--- config.mk ---
export PLATFORM = sky130hd
export DESIGN_NAME = gps_frame_filter_and_patcher
export DESIGN_NICKNAME = d
export VERILOG_FILES = /design/src/rtl/core/gfp_pkg.sv /design/src/rtl/core/gfp_date.sv /design/src/rtl/core/gps_frame_filter_and_patcher.sv
export SDC_FILE = /design/constraint.sdc
export NUM_CORES = 2
export LEC_CHECK = 0
export BUFFER_PORTS_ARGS = -buffer_cell sky130_fd_sc_hd__buf_2
export CORE_ASPECT_RATIO = 0.6
export CORE_MARGIN = 8
export CORE_UTILIZATION = 25
export DETAILED_ROUTE_END_ITERATION = 6
export MAX_ROUTING_LAYER = met4
export SKIP_CTS_REPAIR_TIMING = 1
export SLEW_MARGIN = 0
export SYNTH_ARGS = -nofsm -noshare
export SYNTH_HDL_FRONTEND = slang
export SYNTH_SLANG_ARGS = --single-unit
--- constraint.sdc ---
create_clock -name clk -period 31.3 [get_ports clk]
set_input_delay 6.26 -clock clk [delete_from_list [all_inputs] [get_ports clk]]
set_output_delay 6.26 -clock clk [all_outputs]
set_load 0.01 [all_outputs]
--- src/rtl/core/gfp_pkg.sv ---
`timescale 1ns / 1ps
package gfp_pkg;

  localparam logic [7:0] SYNC_BYTE = 8'h40;
  localparam logic [7:0] CR_BYTE   = 8'h0d;
  localparam logic [7:0] LF_BYTE   = 8'h0a;

  localparam logic [2:0] REG_WEEK_SHIFT = 3'd0;
  localparam logic [2:0] REG_CLOCK_BIAS = 3'd1;
  localparam logic [2:0] REG_OSCILLATOR = 3'd2;
  localparam logic [2:0] REG_ACCURACY   = 3'd3;
  localparam logic [2:0] REG_PATCH_EN   = 3'd4;

  typedef struct packed {
    logic [7:0]  month;
    logic [7:0]  day;
    logic [15:0] year;
  } date_t;

  function automatic logic [7:0] frame_len(input logic [7:0] a, input logic [7:0] b);
    logic [7:0] n;
    n = 8'd0;
    if (a == "A" && b == "w") n = 8'd8;
    if (a == "B" && b == "j") n = 8'd8;
    if (a == "C" && b == "f") n = 8'd7;
    if (a == "C" && b == "o") n = 8'd29;
    if (a == "G" && b == "d") n = 8'd8;
    if (a == "G" && b == "e") n = 8'd8;
    if (a == "G" && b == "f") n = 8'd9;
    if (a == "G" && b == "j") n = 8'd21;
    if (a == "H" && b == "a") n = 8'd154;
    if (a == "H" && b == "n") n = 8'd78;
    return n;
  endfunction

  function automatic logic [7:0] co_byte(input logic [4:0] i);
    logic [7:0] v;
    case (i)
      5'd0:  v = 8'd36;
      5'd1:  v = 8'd1;
      5'd2:  v = 8'd253;
      5'd3:  v = 8'd0;
      5'd4:  v = 8'd67;
      5'd5:  v = 8'd0;
      5'd6:  v = 8'd251;
      5'd7:  v = 8'd4;
      5'd11: v = 8'd1;
      5'd15: v = 8'd1;
      5'd16: v = 8'd18;
      5'd17: v = 8'd36;
      5'd18: v = 8'd4;
      5'd19: v = 8'd137;
      5'd20: v = 8'd7;
      5'd21: v = 8'd18;
      default: v = 8'd0;
    endcase
    return v;
  endfunction

  // r is the year modulo 400
  function automatic logic is_leap(input logic [8:0] r);
    return (r[1:0] == 2'd0) && !(r == 9'd100 || r == 9'd200 || r == 9'd300);
  endfunction

  // m is zero-based
  function automatic logic [4:0] month_days(input logic [3:0] m, input logic leap);
    logic [4:0] d;
    case (m)
      4'd1:                      d = leap ? 5'd29 : 5'd28;
      4'd3, 4'd5, 4'd8, 4'd10:   d = 5'd30;
      default:                   d = 5'd31;
    endcase
    return d;
  endfunction

endpackage

--- src/rtl/core/gfp_date.sv ---
`timescale 1ns / 1ps
module gfp_date
  import gfp_pkg::*;
(
  input  logic        clk,
  input  logic        rst,
  input  logic        start,
  input  logic [7:0]  month_in,
  input  logic [7:0]  day_in,
  input  logic [15:0] year_in,
  input  logic [15:0] shift,
  output logic        done,
  output date_t       result
);

  typedef enum logic [2:0] {S_IDLE, S_MON, S_MOD, S_BACK, S_WALK} state_t;

  state_t             state;
  logic signed [17:0] y;
  logic signed [17:0] d;
  logic [7:0]         mon;
  logic [17:0]        acc;
  logic [3:0]         k;
  logic [8:0]         r;

  logic [17:0] sub;
  logic [4:0]  dim;
  logic [8:0]  ylen;
  logic        leap;

  always_comb begin
    sub  = 18'(400) << k;
    leap = is_leap(r);
    dim  = month_days(mon[3:0], leap);
    ylen = leap ? 9'd366 : 9'd365;
  end

  always_ff @(posedge clk) begin
    if (rst) begin
      state <= S_IDLE;
      done  <= 1'b0;
    end else begin
      done <= 1'b0;
      unique case (state)
        S_IDLE: begin
          if (start) begin
            if (month_in == 8'd0) begin
              y   <= $signed({2'b00, year_in}) - 18'sd1;
              mon <= 8'd11;
            end else begin
              y   <= $signed({2'b00, year_in});
              mon <= month_in - 8'd1;
            end
            d     <= $signed({10'd0, day_in}) + $signed({2'b00, shift}) - 18'sd1;
            state <= S_MON;
          end
        end
        S_MON: begin
          if (mon >= 8'd12) begin
            mon <= mon - 8'd12;
            y   <= y + 18'sd1;
          end else begin
            acc   <= 18'(y + 18'sd400);
            k     <= 4'd8;
            state <= S_MOD;
          end
        end
        S_MOD: begin
          // restoring reduction by 400
          if (acc >= sub) acc <= acc - sub;
          if (k == 4'd0) begin
            r     <= (acc >= sub) ? 9'(acc - sub) : acc[8:0];
            state <= d[17] ? S_BACK : S_WALK;
          end else begin
            k <= k - 4'd1;
          end
        end
        S_BACK: begin
          // day offset of minus one: last day of the previous month
          if (mon == 8'd0) begin
            mon <= 8'd11;
            y   <= y - 18'sd1;
            r   <= (r == 9'd0) ? 9'd399 : r - 9'd1;
            d   <= 18'sd30;
          end else begin
            mon <= mon - 8'd1;
            d   <= $signed({13'd0, month_days(mon[3:0] - 4'd1, leap)}) - 18'sd1;
          end
          state <= S_WALK;
        end
        S_WALK: begin
          if (mon == 8'd0 && d >= $signed({9'd0, ylen})) begin
            d <= d - $signed({9'd0, ylen});
            y <= y + 18'sd1;
            r <= (r == 9'd399) ? 9'd0 : r + 9'd1;
          end else if (d >= $signed({13'd0, dim})) begin
            d <= d - $signed({13'd0, dim});
            if (mon == 8'd11) begin
              mon <= 8'd0;
              y   <= y + 18'sd1;
              r   <= (r == 9'd399) ? 9'd0 : r + 9'd1;
            end else begin
              mon <= mon + 8'd1;
            end
          end else begin
            result.month <= mon + 8'd1;
            result.day   <= d[7:0] + 8'd1;
            result.year  <= y[15:0];
            done         <= 1'b1;
            state        <= S_IDLE;
          end
        end
        default: state <= S_IDLE;
      endcase
    end
  end

endmodule

--- src/rtl/core/gps_frame_filter_and_patcher.sv ---
`timescale 1ns / 1ps
// Binary GPS frame filter and patcher.
// Input channel: one received byte per request (in_valid, in_stall, rx_byte).
// Bytes are parsed on the fly and stored in a frame RAM; a byte is taken
// per cycle while parsing. Frames with an unknown id, bad checksum or bad
// terminator are dropped without output.
// On the LF of a good frame in_stall rises; a frame of an enabled patch kind
// is post-processed: Ha reads five bytes and runs the date walk (one year or
// month per cycle), patch writes go one byte at a time, and the checksum pass
// reads one byte per cycle over the frame. Every good frame is then sent up to
// four bytes per output request; each group is read byte by byte through the
// single RAM read port. in_stall falls when the last group is loaded.
// Output channel (out_valid, out_stall) has a holding register: a stalled
// group stays until taken, and the next group is read meanwhile.
// Configuration writes (cfg_valid, cfg_ready, always ready) are taken at any
// time and must only be issued while idle.
// Reset returns the parser to sync search; the frame RAM is not cleared.
module gps_frame_filter_and_patcher
  import gfp_pkg::*;
#(
  parameter int FRAME_DEPTH = 256
) (
  input  logic        clk,
  input  logic        rst,
  input  logic        in_valid,
  output logic        in_stall,
  input  logic [7:0]  rx_byte,
  output logic        out_valid,
  input  logic        out_stall,
  output logic [7:0]  out_byte_a,
  output logic [7:0]  out_byte_b,
  output logic [7:0]  out_byte_c,
  output logic [7:0]  out_byte_d,
  output logic [2:0]  byte_count,
  output logic        last_group,
  input  logic        cfg_valid,
  output logic        cfg_ready,
  input  logic [2:0]  cfg_index,
  input  logic [31:0] cfg_data
);

  localparam int AW = $clog2(FRAME_DEPTH);

  typedef enum logic [2:0] {
    PH_SYNC0, PH_SYNC1, PH_ID0, PH_ID1, PH_DATA, PH_SUM, PH_CR, PH_LF
  } phase_t;

  typedef enum logic [2:0] {
    ST_PARSE, ST_HA_RD, ST_DATE, ST_PWR, ST_CSUM, ST_CWR, ST_EMIT_RD, ST_EMIT_LD
  } state_t;

  typedef enum logic [1:0] {K_HA, K_HN, K_CO} kind_t;

  logic [15:0] week_shift_days;
  logic [15:0] clock_bias_bytes;
  logic [31:0] oscillator_bytes;
  logic [15:0] accuracy_fill;
  logic [2:0]  patch_enable;

  phase_t      phase;
  state_t      state;
  kind_t       kind;
  logic [AW:0] wp;
  logic [7:0]  id_a;
  logic [7:0]  id_b;
  logic [7:0]  run_xor;
  logic [7:0]  exp_len;
  logic [AW:0] flen;
  logic [2:0]  hk;
  logic [7:0]  hb [0:4];
  logic [4:0]  pk;
  logic [AW:0] ci;
  logic [7:0]  csum;
  logic [AW:0] eb;
  logic [2:0]  ej;
  logic        cap_v;
  logic [1:0]  cap_j;
  logic [7:0]  grp [0:3];
  logic        date_start;
  logic        date_done;
  date_t       date_res;

  logic [7:0]  mem [0:FRAME_DEPTH-1];
  logic [7:0]  rd_data;
  logic        we;
  logic [AW-1:0] waddr;
  logic [7:0]  wdata;
  logic [AW-1:0] raddr;

  logic        accept;
  logic [AW:0] wp_inc;
  logic [AW:0] rem;
  logic [2:0]  grp_n;
  logic [AW-1:0] p_addr;
  logic [7:0]  p_data;
  logic [4:0]  p_last;
  logic        out_free;

  assign cfg_ready = 1'b1;
  assign in_stall  = (state != ST_PARSE);
  assign accept    = in_valid && !in_stall;
  assign wp_inc    = wp + (AW+1)'(1);
  assign rem       = flen - eb;
  assign grp_n     = (rem < (AW+1)'(4)) ? rem[2:0] : 3'd4;
  assign out_free  = !out_valid || !out_stall;

  gfp_date u_date (
    .clk      (clk),
    .rst      (rst),
    .start    (date_start),
    .month_in (hb[0]),
    .day_in   (hb[1]),
    .year_in  ({hb[2], hb[3]}),
    .shift    (week_shift_days),
    .done     (date_done),
    .result   (date_res)
  );

  always_ff @(posedge clk) begin
    if (rst) begin
      week_shift_days  <= 16'd7168;
      clock_bias_bytes <= 16'd7424;
      oscillator_bytes <= 32'd16842752;
      accuracy_fill    <= 16'd65535;
      patch_enable     <= 3'd7;
    end else if (cfg_valid && cfg_ready) begin
      unique case (cfg_index)
        REG_WEEK_SHIFT: week_shift_days  <= cfg_data[15:0];
        REG_CLOCK_BIAS: clock_bias_bytes <= cfg_data[15:0];
        REG_OSCILLATOR: oscillator_bytes <= cfg_data;
        REG_ACCURACY:   accuracy_fill    <= cfg_data[15:0];
        REG_PATCH_EN:   patch_enable     <= cfg_data[2:0];
        default: ;
      endcase
    end
  end

  // patch write list per frame kind
  always_comb begin
    p_addr = '0;
    p_data = 8'd0;
    p_last = 5'd0;
    case (kind)
      K_HA: begin
        p_last = 5'd10;
        case (pk)
          5'd0: begin p_addr = AW'(4);   p_data = date_res.month; end
          5'd1: begin p_addr = AW'(5);   p_data = date_res.day; end
          5'd2: begin p_addr = AW'(6);   p_data = date_res.year[15:8]; end
          5'd3: begin p_addr = AW'(7);   p_data = date_res.year[7:0]; end
          5'd4: begin p_addr = AW'(129); p_data = hb[4] & 8'h7f; end
          5'd5: begin p_addr = AW'(133); p_data = clock_bias_bytes[15:8]; end
          5'd6: begin p_addr = AW'(134); p_data = clock_bias_bytes[7:0]; end
          5'd7: begin p_addr = AW'(135); p_data = oscillator_bytes[31:24]; end
          5'd8: begin p_addr = AW'(136); p_data = oscillator_bytes[23:16]; end
          5'd9: begin p_addr = AW'(137); p_data = oscillator_bytes[15:8]; end
          default: begin p_addr = AW'(138); p_data = oscillator_bytes[7:0]; end
        endcase
      end
      K_HN: begin
        p_last = 5'd1;
        p_addr = (pk == 5'd0) ? AW'(12) : AW'(13);
        p_data = (pk == 5'd0) ? accuracy_fill[15:8] : accuracy_fill[7:0];
      end
      default: begin
        p_last = 5'd21;
        p_addr = AW'(pk) + AW'(4);
        p_data = co_byte(pk);
      end
    endcase
  end

  // RAM port selection
  always_comb begin
    we    = 1'b0;
    waddr = wp[AW-1:0];
    wdata = rx_byte;
    raddr = '0;
    case (state)
      ST_PARSE: begin
        if (accept) begin
          if (phase == PH_SYNC0) begin
            we    = (rx_byte == SYNC_BYTE);
            waddr = '0;
          end else begin
            we = 1'b1;
          end
        end
      end
      ST_HA_RD: begin
        case (hk)
          3'd0:    raddr = AW'(4);
          3'd1:    raddr = AW'(5);
          3'd2:    raddr = AW'(6);
          3'd3:    raddr = AW'(7);
          default: raddr = AW'(129);
        endcase
      end
      ST_PWR: begin
        we    = 1'b1;
        waddr = p_addr;
        wdata = p_data;
      end
      ST_CSUM:    raddr = ci[AW-1:0];
      ST_CWR: begin
        we    = 1'b1;
        waddr = AW'(flen - (AW+1)'(3));
        wdata = csum;
      end
      ST_EMIT_RD: raddr = AW'(eb + (AW+1)'(ej));
      default: ;
    endcase
  end

  always_ff @(posedge clk) begin
    if (we) mem[waddr] <= wdata;
    rd_data <= mem[raddr];
  end

  always_ff @(posedge clk) begin
    if (rst) begin
      phase      <= PH_SYNC0;
      state      <= ST_PARSE;
      wp         <= '0;
      id_a       <= 8'd0;
      id_b       <= 8'd0;
      run_xor    <= 8'd0;
      exp_len    <= 8'd0;
      cap_v      <= 1'b0;
      date_start <= 1'b0;
      out_valid  <= 1'b0;
    end else begin
      date_start <= 1'b0;
      cap_v      <= 1'b0;
      if (out_valid && !out_stall) out_valid <= 1'b0;

      if (cap_v) begin
        if (state == ST_CSUM) csum <= csum ^ rd_data;
        else grp[cap_j] <= rd_data;
      end

      unique case (state)
        ST_PARSE: begin
          if (accept) begin
            wp <= wp_inc;
            unique case (phase)
              PH_SYNC0: begin
                if (rx_byte == SYNC_BYTE) begin
                  wp    <= (AW+1)'(1);
                  phase <= PH_SYNC1;
                end else begin
                  wp <= '0;
                end
              end
              PH_SYNC1: begin
                run_xor <= 8'd0;
                phase   <= (rx_byte == SYNC_BYTE) ? PH_ID0 : PH_SYNC0;
              end
              PH_ID0: begin
                id_a    <= rx_byte;
                run_xor <= run_xor ^ rx_byte;
                phase   <= PH_ID1;
              end
              PH_ID1: begin
                id_b    <= rx_byte;
                run_xor <= run_xor ^ rx_byte;
                exp_len <= frame_len(id_a, rx_byte);
                if (frame_len(id_a, rx_byte) == 8'd0) phase <= PH_SYNC0;
                else if (frame_len(id_a, rx_byte) == 8'd7) phase <= PH_SUM;
                else phase <= PH_DATA;
              end
              PH_DATA: begin
                run_xor <= run_xor ^ rx_byte;
                if ({1'b0, wp_inc} + (AW+2)'(3) >= (AW+2)'(exp_len)) phase <= PH_SUM;
              end
              PH_SUM:  phase <= (rx_byte == run_xor) ? PH_CR : PH_SYNC0;
              PH_CR:   phase <= (rx_byte == CR_BYTE) ? PH_LF : PH_SYNC0;
              default: begin
                phase <= PH_SYNC0;
                if (rx_byte == LF_BYTE) begin
                  flen <= wp_inc;
                  eb   <= '0;
                  ej   <= 3'd0;
                  pk   <= 5'd0;
                  hk   <= 3'd0;
                  ci   <= (AW+1)'(2);
                  csum <= 8'd0;
                  if (id_a == "H" && id_b == "a" && patch_enable[0]) begin
                    kind  <= K_HA;
                    state <= ST_HA_RD;
                  end else if (id_a == "H" && id_b == "n" && patch_enable[1]) begin
                    kind  <= K_HN;
                    state <= ST_PWR;
                  end else if (id_a == "C" && id_b == "o" && patch_enable[2]) begin
                    kind  <= K_CO;
                    state <= ST_PWR;
                  end else begin
                    state <= ST_EMIT_RD;
                  end
                end
              end
            endcase
          end
        end
        ST_HA_RD: begin
          // read data arrives in the cycle after its address
          if (hk != 3'd0) hb[hk - 3'd1] <= rd_data;
          if (hk == 3'd5) begin
            date_start <= 1'b1;
            state      <= ST_DATE;
          end else begin
            hk <= hk + 3'd1;
          end
        end
        ST_DATE: begin
          if (date_done) state <= ST_PWR;
        end
        ST_PWR: begin
          pk <= pk + 5'd1;
          if (pk == p_last) state <= ST_CSUM;
        end
        ST_CSUM: begin
          if (ci + (AW+1)'(4) <= flen) begin
            cap_v <= 1'b1;
            ci    <= ci + (AW+1)'(1);
          end else if (!cap_v) begin
            state <= ST_CWR;
          end
        end
        ST_CWR: state <= ST_EMIT_RD;
        ST_EMIT_RD: begin
          cap_v <= 1'b1;
          cap_j <= ej[1:0];
          if (ej + 3'd1 == grp_n) state <= ST_EMIT_LD;
          else ej <= ej + 3'd1;
        end
        ST_EMIT_LD: begin
          if (!cap_v && out_free) begin
            out_valid  <= 1'b1;
            out_byte_a <= grp[0];
            out_byte_b <= (grp_n > 3'd1) ? grp[1] : 8'd0;
            out_byte_c <= (grp_n > 3'd2) ? grp[2] : 8'd0;
            out_byte_d <= (grp_n > 3'd3) ? grp[3] : 8'd0;
            byte_count <= grp_n;
            last_group <= (rem <= (AW+1)'(4));
            eb         <= eb + (AW+1)'(4);
            ej         <= 3'd0;
            state      <= (rem <= (AW+1)'(4)) ? ST_PARSE : ST_EMIT_RD;
          end
        end
        default: state <= ST_PARSE;
      endcase
    end
  end

`ifndef SYNTH
  a_no_input_while_busy: assert property (@(posedge clk) disable iff (rst)
    (state != ST_PARSE) |-> in_stall)
    else $error("input taken while frame is processed");

  a_count_range: assert property (@(posedge clk) disable iff (rst)
    out_valid |-> (byte_count != 3'd0 && byte_count <= 3'd4))
    else $error("group byte count out of range");

  a_short_group_is_last: assert property (@(posedge clk) disable iff (rst)
    (out_valid && byte_count != 3'd4) |-> last_group)
    else $error("partial group not marked last");
`endif

endmodule

# --- After elaboration in Yosys (flattened, before gate mapping) ---
# Memory sizes are Yosys's and may differ from the RTL's. A register that Yosys moved wholly into a read port is not among the register bits.
# Cells that the tools add are included.
# W data, S select, Z words.
word_totals:
  regBits: 298
  ramBits: 2120
  rom_bits: 256
  input_bits: 48
  output_inout_bits: 39
  wordCells: 448
  n_memories: 4
op_classes:
  add_sub_neg: 32
  order_cmp: 11
  n_eq_ne: 100
  shifts: 1
  n_mux: 160
  bitwise: 8
  reduce_logical: 94
memory_table:
  columns: ["memory", "depth", "width", "read_ports", "rd_ports_with_merged_regs", "write_ports", "line_no", "text"]
  rows:
  - ["mem", 256, 8, 1, 1, 1, "gps_frame_filter_and_patcher.sv:83", "logic [7:0] mem [0:FRAME_DEPTH-1];"]
  - ["(name not given)", 32, 8, 1, 1, 0, "gfp_pkg.sv:38", "case (i)"]
  - ["hb", 5, 8, 5, 0, 1, "gps_frame_filter_and_patcher.sv:70", "logic [7:0] hb [0:4];"]
  - ["grp", 4, 8, 4, 4, 1, "gps_frame_filter_and_patcher.sv:78", "logic [7:0] grp [0:3];"]
ops:
  columns: ["cell", "count"]
  rows:
  - ["$mux W8", 34]
  - ["$mux W18", 13]
  - ["$pmux W8 S10", 2]
  - ["$mux W9", 17]
  - ["$eq A8 B7 Y1 const B", 17]
  - ["$mux W3", 32]
  - ["$pmux W18 S4", 1]
  - ["$pmux W8 S2", 4]
  - ["$pmux W8 S4", 2]
  - ["$pmux W18 S3", 1]
  - ["$pmux W8 S3", 2]
  - ["$pmux W5 S2", 4]
  - ["$pmux W18 S2", 1]
  - ["$pmux W9 S2", 2]
  - ["$reduce_and A6 Y1", 6]
  - ["$sub A18 B2 Y18 const B", 2]
  - ["$mux W5", 7]
  - ["$ne A2 B2 Y1 const B", 17]
  - ["$eq A3 B2 Y1 const B", 10]
  - ["$eq A3 B3 Y1 const B", 10]
  - ["$add A9 B1 Y9 const B", 3]
  - ["$pmux W9 S3", 1]
  - ["$eq A8 B4 Y1 const B", 3]
  - ["$logic_not A8 Y1", 3]
  - ["other kinds (85)", 212]

# --- Logic depth before layout (Yosys ltp) ---
depth:
  ltp_word: 26
  depth_mapped: 18
  depth_no_buf: 15

# --- By module ---
# A second synthesis with hierarchy kept.
unflattened:
  cells_unflattened: 7673
  area_unflattened_um2: 104775.5
by_module_without_submodules:
  columns: ["mod", "n_inst", "cells_per_inst", "area_each_um2", "seq_area_each_um2"]
  rows:
  - ["gps_frame_filter_and_patcher", 1, 6584, 95084.9, 69096.3]
  - ["gfp_date", 1, 1089, 9690.5, 3293.2]

# --- Least setup slack after synthesis ---
# No wires, ideal clock.
synth_timing:
  path_kind: "reg-to-reg"
  from: "register pk[2]"
  to: "memory mem[0][0] (data pin)"
  setup_ns: 2.187
  arrival_time_ns: 12.200
  required_ns: 29.113
  path_slack_ns: 16.913
  path_stages_with_launch: 12
  n_path_buf: 2
  period_less_slack_ns: 14.387
  path_cell_list: "edfxtp_1 > clkbuf_1 > inv_1 > ha_1 > and3b_1 > clkbuf_1 > nor2_1 > nor4b_2 > a211oi_1 > a311oi_1 > a21oi_1 > o21ai_0"
synth_via:
  elab_chain_len: 4
  word_cells_on_any_way: 14
  cone_classes: "9 x eq/ne; 4 x mux; 1 x reduce/logical"
synth_rtl:
  columns: ["item", "line_no", "text"]
  rows:
  - ["start, declared", "gps_frame_filter_and_patcher.sv:71", "logic [4:0] pk;"]
  - ["start signal, assigned", "gps_frame_filter_and_patcher.sv:319", "pk <= pk + 5'd1;"]
  - ["$eq A5 B4 Y1 (tied with other cells)", "gps_frame_filter_and_patcher.sv:146", "case (pk)"]
  - ["$pmux W8 S10 or $mux W8 (tied branches)", "gps_frame_filter_and_patcher.sv:146, gps_frame_filter_and_patcher.sv:163", null]
  - ["$pmux W8 S2 *", "gps_frame_filter_and_patcher.sv:143", "case (kind)"]
  - ["$pmux W8 S2 *", "gps_frame_filter_and_patcher.sv:179", "case (state)"]
  - ["via wdata[0]", "gps_frame_filter_and_patcher.sv:87", "logic [7:0] wdata;"]
  - ["end, declared", "gps_frame_filter_and_patcher.sv:83", null]
# The timed path passes the listed nets; every way through them passes the cells marked *.

# --- Final worst setup path ---
layout_timing:
  from: "input rx_byte[1]"
  to: "memory mem[85][4] (enable)"
layout_via:
  elab_chain_len: 6
layout_rtl:
  columns: ["item", "line_no", "text"]
  rows:
  - ["start, declared", "gps_frame_filter_and_patcher.sv:27", "input logic [7:0] rx_byte,"]
  - ["$eq A8 B7 Y1", "gps_frame_filter_and_patcher.sv:183", "we = (rx_byte == SYNC_BYTE);"]
  - ["$mux W1", "gps_frame_filter_and_patcher.sv:182", "if (phase == PH_SYNC0) begin"]
  - ["$mux W1", "gps_frame_filter_and_patcher.sv:181", "if (accept) begin"]
  - ["$pmux W1 S2", "gps_frame_filter_and_patcher.sv:179", null]
  - ["$mux W1", "gps_frame_filter_and_patcher.sv:216", "if (we) mem[waddr] <= wdata;"]
  - ["$mux W1 (implied by the code)", "gps_frame_filter_and_patcher.sv:216", null]
# Every way passes these cells.

==> run summary <==
- placed wire-length estimate after detailed placement: 215000 um
- most common cell after layout, fill and taps aside: sky130_fd_sc_hd__edfxtp_1
- overall routing resource usage: 15.2%
- type of the worst setup path: in -> reg
- CP most frequent cell: sky130_fd_sc_hd__a21oi_1
- Area growth, synth to finish: 12.9%
- effective utilization at floorplan: 25.1%
- part of the Yosys area used for sequential elements: 68.7%
- die area: 443000 sq um
- worst hold-check path type: reg -> reg
- Clock Pin Slew Worst Setup and Hold Paths: 0.07 ns
- number of enable-type register cells in the synthesized netlist: 2310
- final routed DRC violation total: 1
- Detailed Route Iter0 Violations: 10900
- per-cell routed wire length: 26.1 um
- Via-to-Cell Ratio: 5.22
- Bufs on Longest Clock Path: 4
- Least-Margin Pin Slew: 1.57 ns
- Core Footprint: 419000 sq um
- number of I/O pins: 87
- Worst Clk Skew: 0.0976 ns
- share of the clock period used by the worst path after layout: 33.7%
- element type at the critical path start: input port
- Clock Sink Count: 2461
- longest individual stage delay on the worst path: 0.99 ns
- peak ir drop on the vdd network: 0.0000743 V
- failing checks: design-rule violations, max-capacitance violations, max-slew violations
- number of nets with antenna violations after routing: 0
- clock latency at the later pin of the worst-skew pair: 0.91 ns
- GRT overflow: 0
- Core Rows: 184
- Cell Area, Synth: 105000 sq um
- Tot Pwr: 9150 uW
- final number of max-transition violations: 4
- largest net degree at the start of global routing: 170
- die width: 854 um
- status: finished with violations
- Leak Pwr: 0.0383 uW
- cell count after synthesis: 7478
- TritonCTS clock tree: done
- Root Buffer Master: sky130_fd_sc_hd__clkbuf_16
- fraction of registers with async set/reset: 0%
- synth warn: 0
- data required time of the worst path: 31.79 ns
- clock buffer count from CTS: 214
- fmax: 94.9 MHz
- vias in the first global route: 62800
- placer's final routability congestion estimate: 0.911
- average size of a mapped cell: 14.1 sq um
- max_slew headroom: -6.00%
- register bit total from synthesis: 2461
- nets in the synthesized netlist: 7648
- critical path's slowest cell: sky130_fd_sc_hd__nand2_1
- total number of nets in the final design: 7612
- Final setup viols: 0
- Cell Chain, Critical Path: buf_2 > nor4_1 > nand3b_1 > or3_1 > a21oi_1 > o21bai_1 > a21oi_1 > nand2_1 > nor2_1
- vias: 69000
- Arr. time, crit path: 11.03 ns
- detailed-route wire length: 345000 um
- maximum fanout along the worst path: 16
- number of failing hold endpoints at the final stage: 0
- count of cell types in the netlist: 102
- wire length of the first global-routing pass: 485000 um
- accumulated negative setup slack: 0 ns
- initial antenna violation count: 31
- filler cell count: 41900
- number of buffers inserted by port buffering: 85
- die span in y: 519 um
- share of final-layout standard cells stronger than drive strength 1: 11.1%
- Tmin final: 10.53 ns
- endpoint class of the critical path: flip-flop
- RSZ-0062 raised after global routing: false
- top flip-flop cell by instance count after synthesis: sky130_fd_sc_hd__edfxtp_1
- number of maximum-capacitance violations: 3
- commonest cells after routing, fill and taps aside: 2310 x sky130_fd_sc_hd__edfxtp_1, 890 x sky130_fd_sc_hd__nand2_1, 519 x sky130_fd_sc_hd__nor2_1
- H-tree depth reported by CTS: 4
- iteration count of the initial detailed-routing pass: 7
- Cell Pwr Density: 76.9 nW/um^2
worst max-delay path: cells and delay by family:
kind            cells  cell delay (ns)
simple gates        5             2.77
buf+inv             1             0.22
compound gates      3             1.73
layer usage:
metal / vias up / part of all wire [%] / track usage [%] / routed length, um
li1: 29000 / - / - / -
met1: 34800 / 44 / 22.9 / 153000
met2: 4754 / 38 / 18.5 / 130000
met3: 480 / 16 / 6.32 / 54600
met4: 0 / 2.1 / 3.14 / 7230
met5: - / 0 / - / 0
area by class of cell:
cell class / instances / area (sq um) / area share [%]
antenna: 21 / 52.6 / 0.0442
timing repair buffer: 237 / 1780 / 1.50
tap: 5580 / 6980 / 5.87
inverter: 109 / 409 / 0.344
clock inverter: 140 / 1310 / 1.10
multi-input combinational: 4419 / 30400 / 25.6
sequential: 2461 / 72400 / 60.9
clock buffer: 249 / 5610 / 4.72
through the flow:
step	setup WS [ns]	hold slack, ns	utilization (%)	std cells	instance area [sq um]
after global placement	20.10	0.403	26.7	12800	112000
final	20.77	0.418	28.4	13200	119000
after global routing	20.71	0.427	28.4	13200	119000
after detailed placement	19.98	0.405	26.7	12800	112000
after floorplan	16.91	0.400	-	7478	105000
after CTS	20.92	0.420	28.4	13200	119000
logic make-up after synthesis:
family	synth area share, %
flops	68.7
simple gates	10.2
compound gates	9.12
buf+inv	2.73
mux	6.31
xor+xnor	1.49
fa+ha+maj	1.48
other cells	0.00356
synth_stat cells, types with 47 or more instances:
master                     instances  area (sq um)
sky130_fd_sc_hd__a32o_1           50           500
sky130_fd_sc_hd__a221oi_1         61           534
sky130_fd_sc_hd__a32oi_1          68           596
sky130_fd_sc_hd__nand2_1         912          3420
sky130_fd_sc_hd__a211oi_1        191          1430
sky130_fd_sc_hd__a31oi_1          91           569
sky130_fd_sc_hd__nand4_1          81           507
sky130_fd_sc_hd__mux4_2          176          3960
sky130_fd_sc_hd__nor3_1           84           420
sky130_fd_sc_hd__xor2_1           66           578
sky130_fd_sc_hd__o211ai_1         47           353
sky130_fd_sc_hd__ha_1            118          1480
sky130_fd_sc_hd__and3_1          172          1080
sky130_fd_sc_hd__o21ai_0         235          1180
sky130_fd_sc_hd__edfxtp_1       2310         69400
sky130_fd_sc_hd__inv_1           105           394
sky130_fd_sc_hd__xnor2_1         113           990
sky130_fd_sc_hd__a21oi_1         238          1190
sky130_fd_sc_hd__dfxtp_1         151          3020
sky130_fd_sc_hd__nor2_1          527          1980
sky130_fd_sc_hd__mux2i_1         234          2340
sky130_fd_sc_hd__clkbuf_1        346          1300
sky130_fd_sc_hd__a22oi_1          58           435
sky130_fd_sc_hd__nand3_1         273          1370
registers in the layout, summed over array words and instances (netlist names), 16 cells and up, named ones only:
| name | cells |
|---|---|
| grp | 32 |
| u_date.d | 18 |
| u_date.result | 32 |
| oscillator_bytes | 32 |
| mem | 2048 |
| clock_bias_bytes | 16 |
| hb | 39 |
| week_shift_days | 16 |
| u_date.y | 18 |
| accuracy_fill | 16 |
| u_date.acc | 18 |
final timing paths:
| kind | slack, ns | end | cells after the start | from |
|---|---|---|---|---|
| setup / recovery | 20.77 | mem[85][4] | 9 | rx_byte[1] |
| hold / removal | 0.42 | out_byte_a[1] | 0 | grp[0][1] |
| setup reg to reg | 23.53 | rd_data[5] | 14 | hk[0] |
| hold reg to reg | 0.42 | out_byte_a[1] | 0 | grp[0][1] |
where the power goes:
part | total [uW] | switching, uW | internal (uW)
Clock | 2730 | 1260 | 1470
Combinational | 2610 | 1870 | 746
Sequential | 3810 | 65.4 | 3750
(Power assumes the default switching activity.)
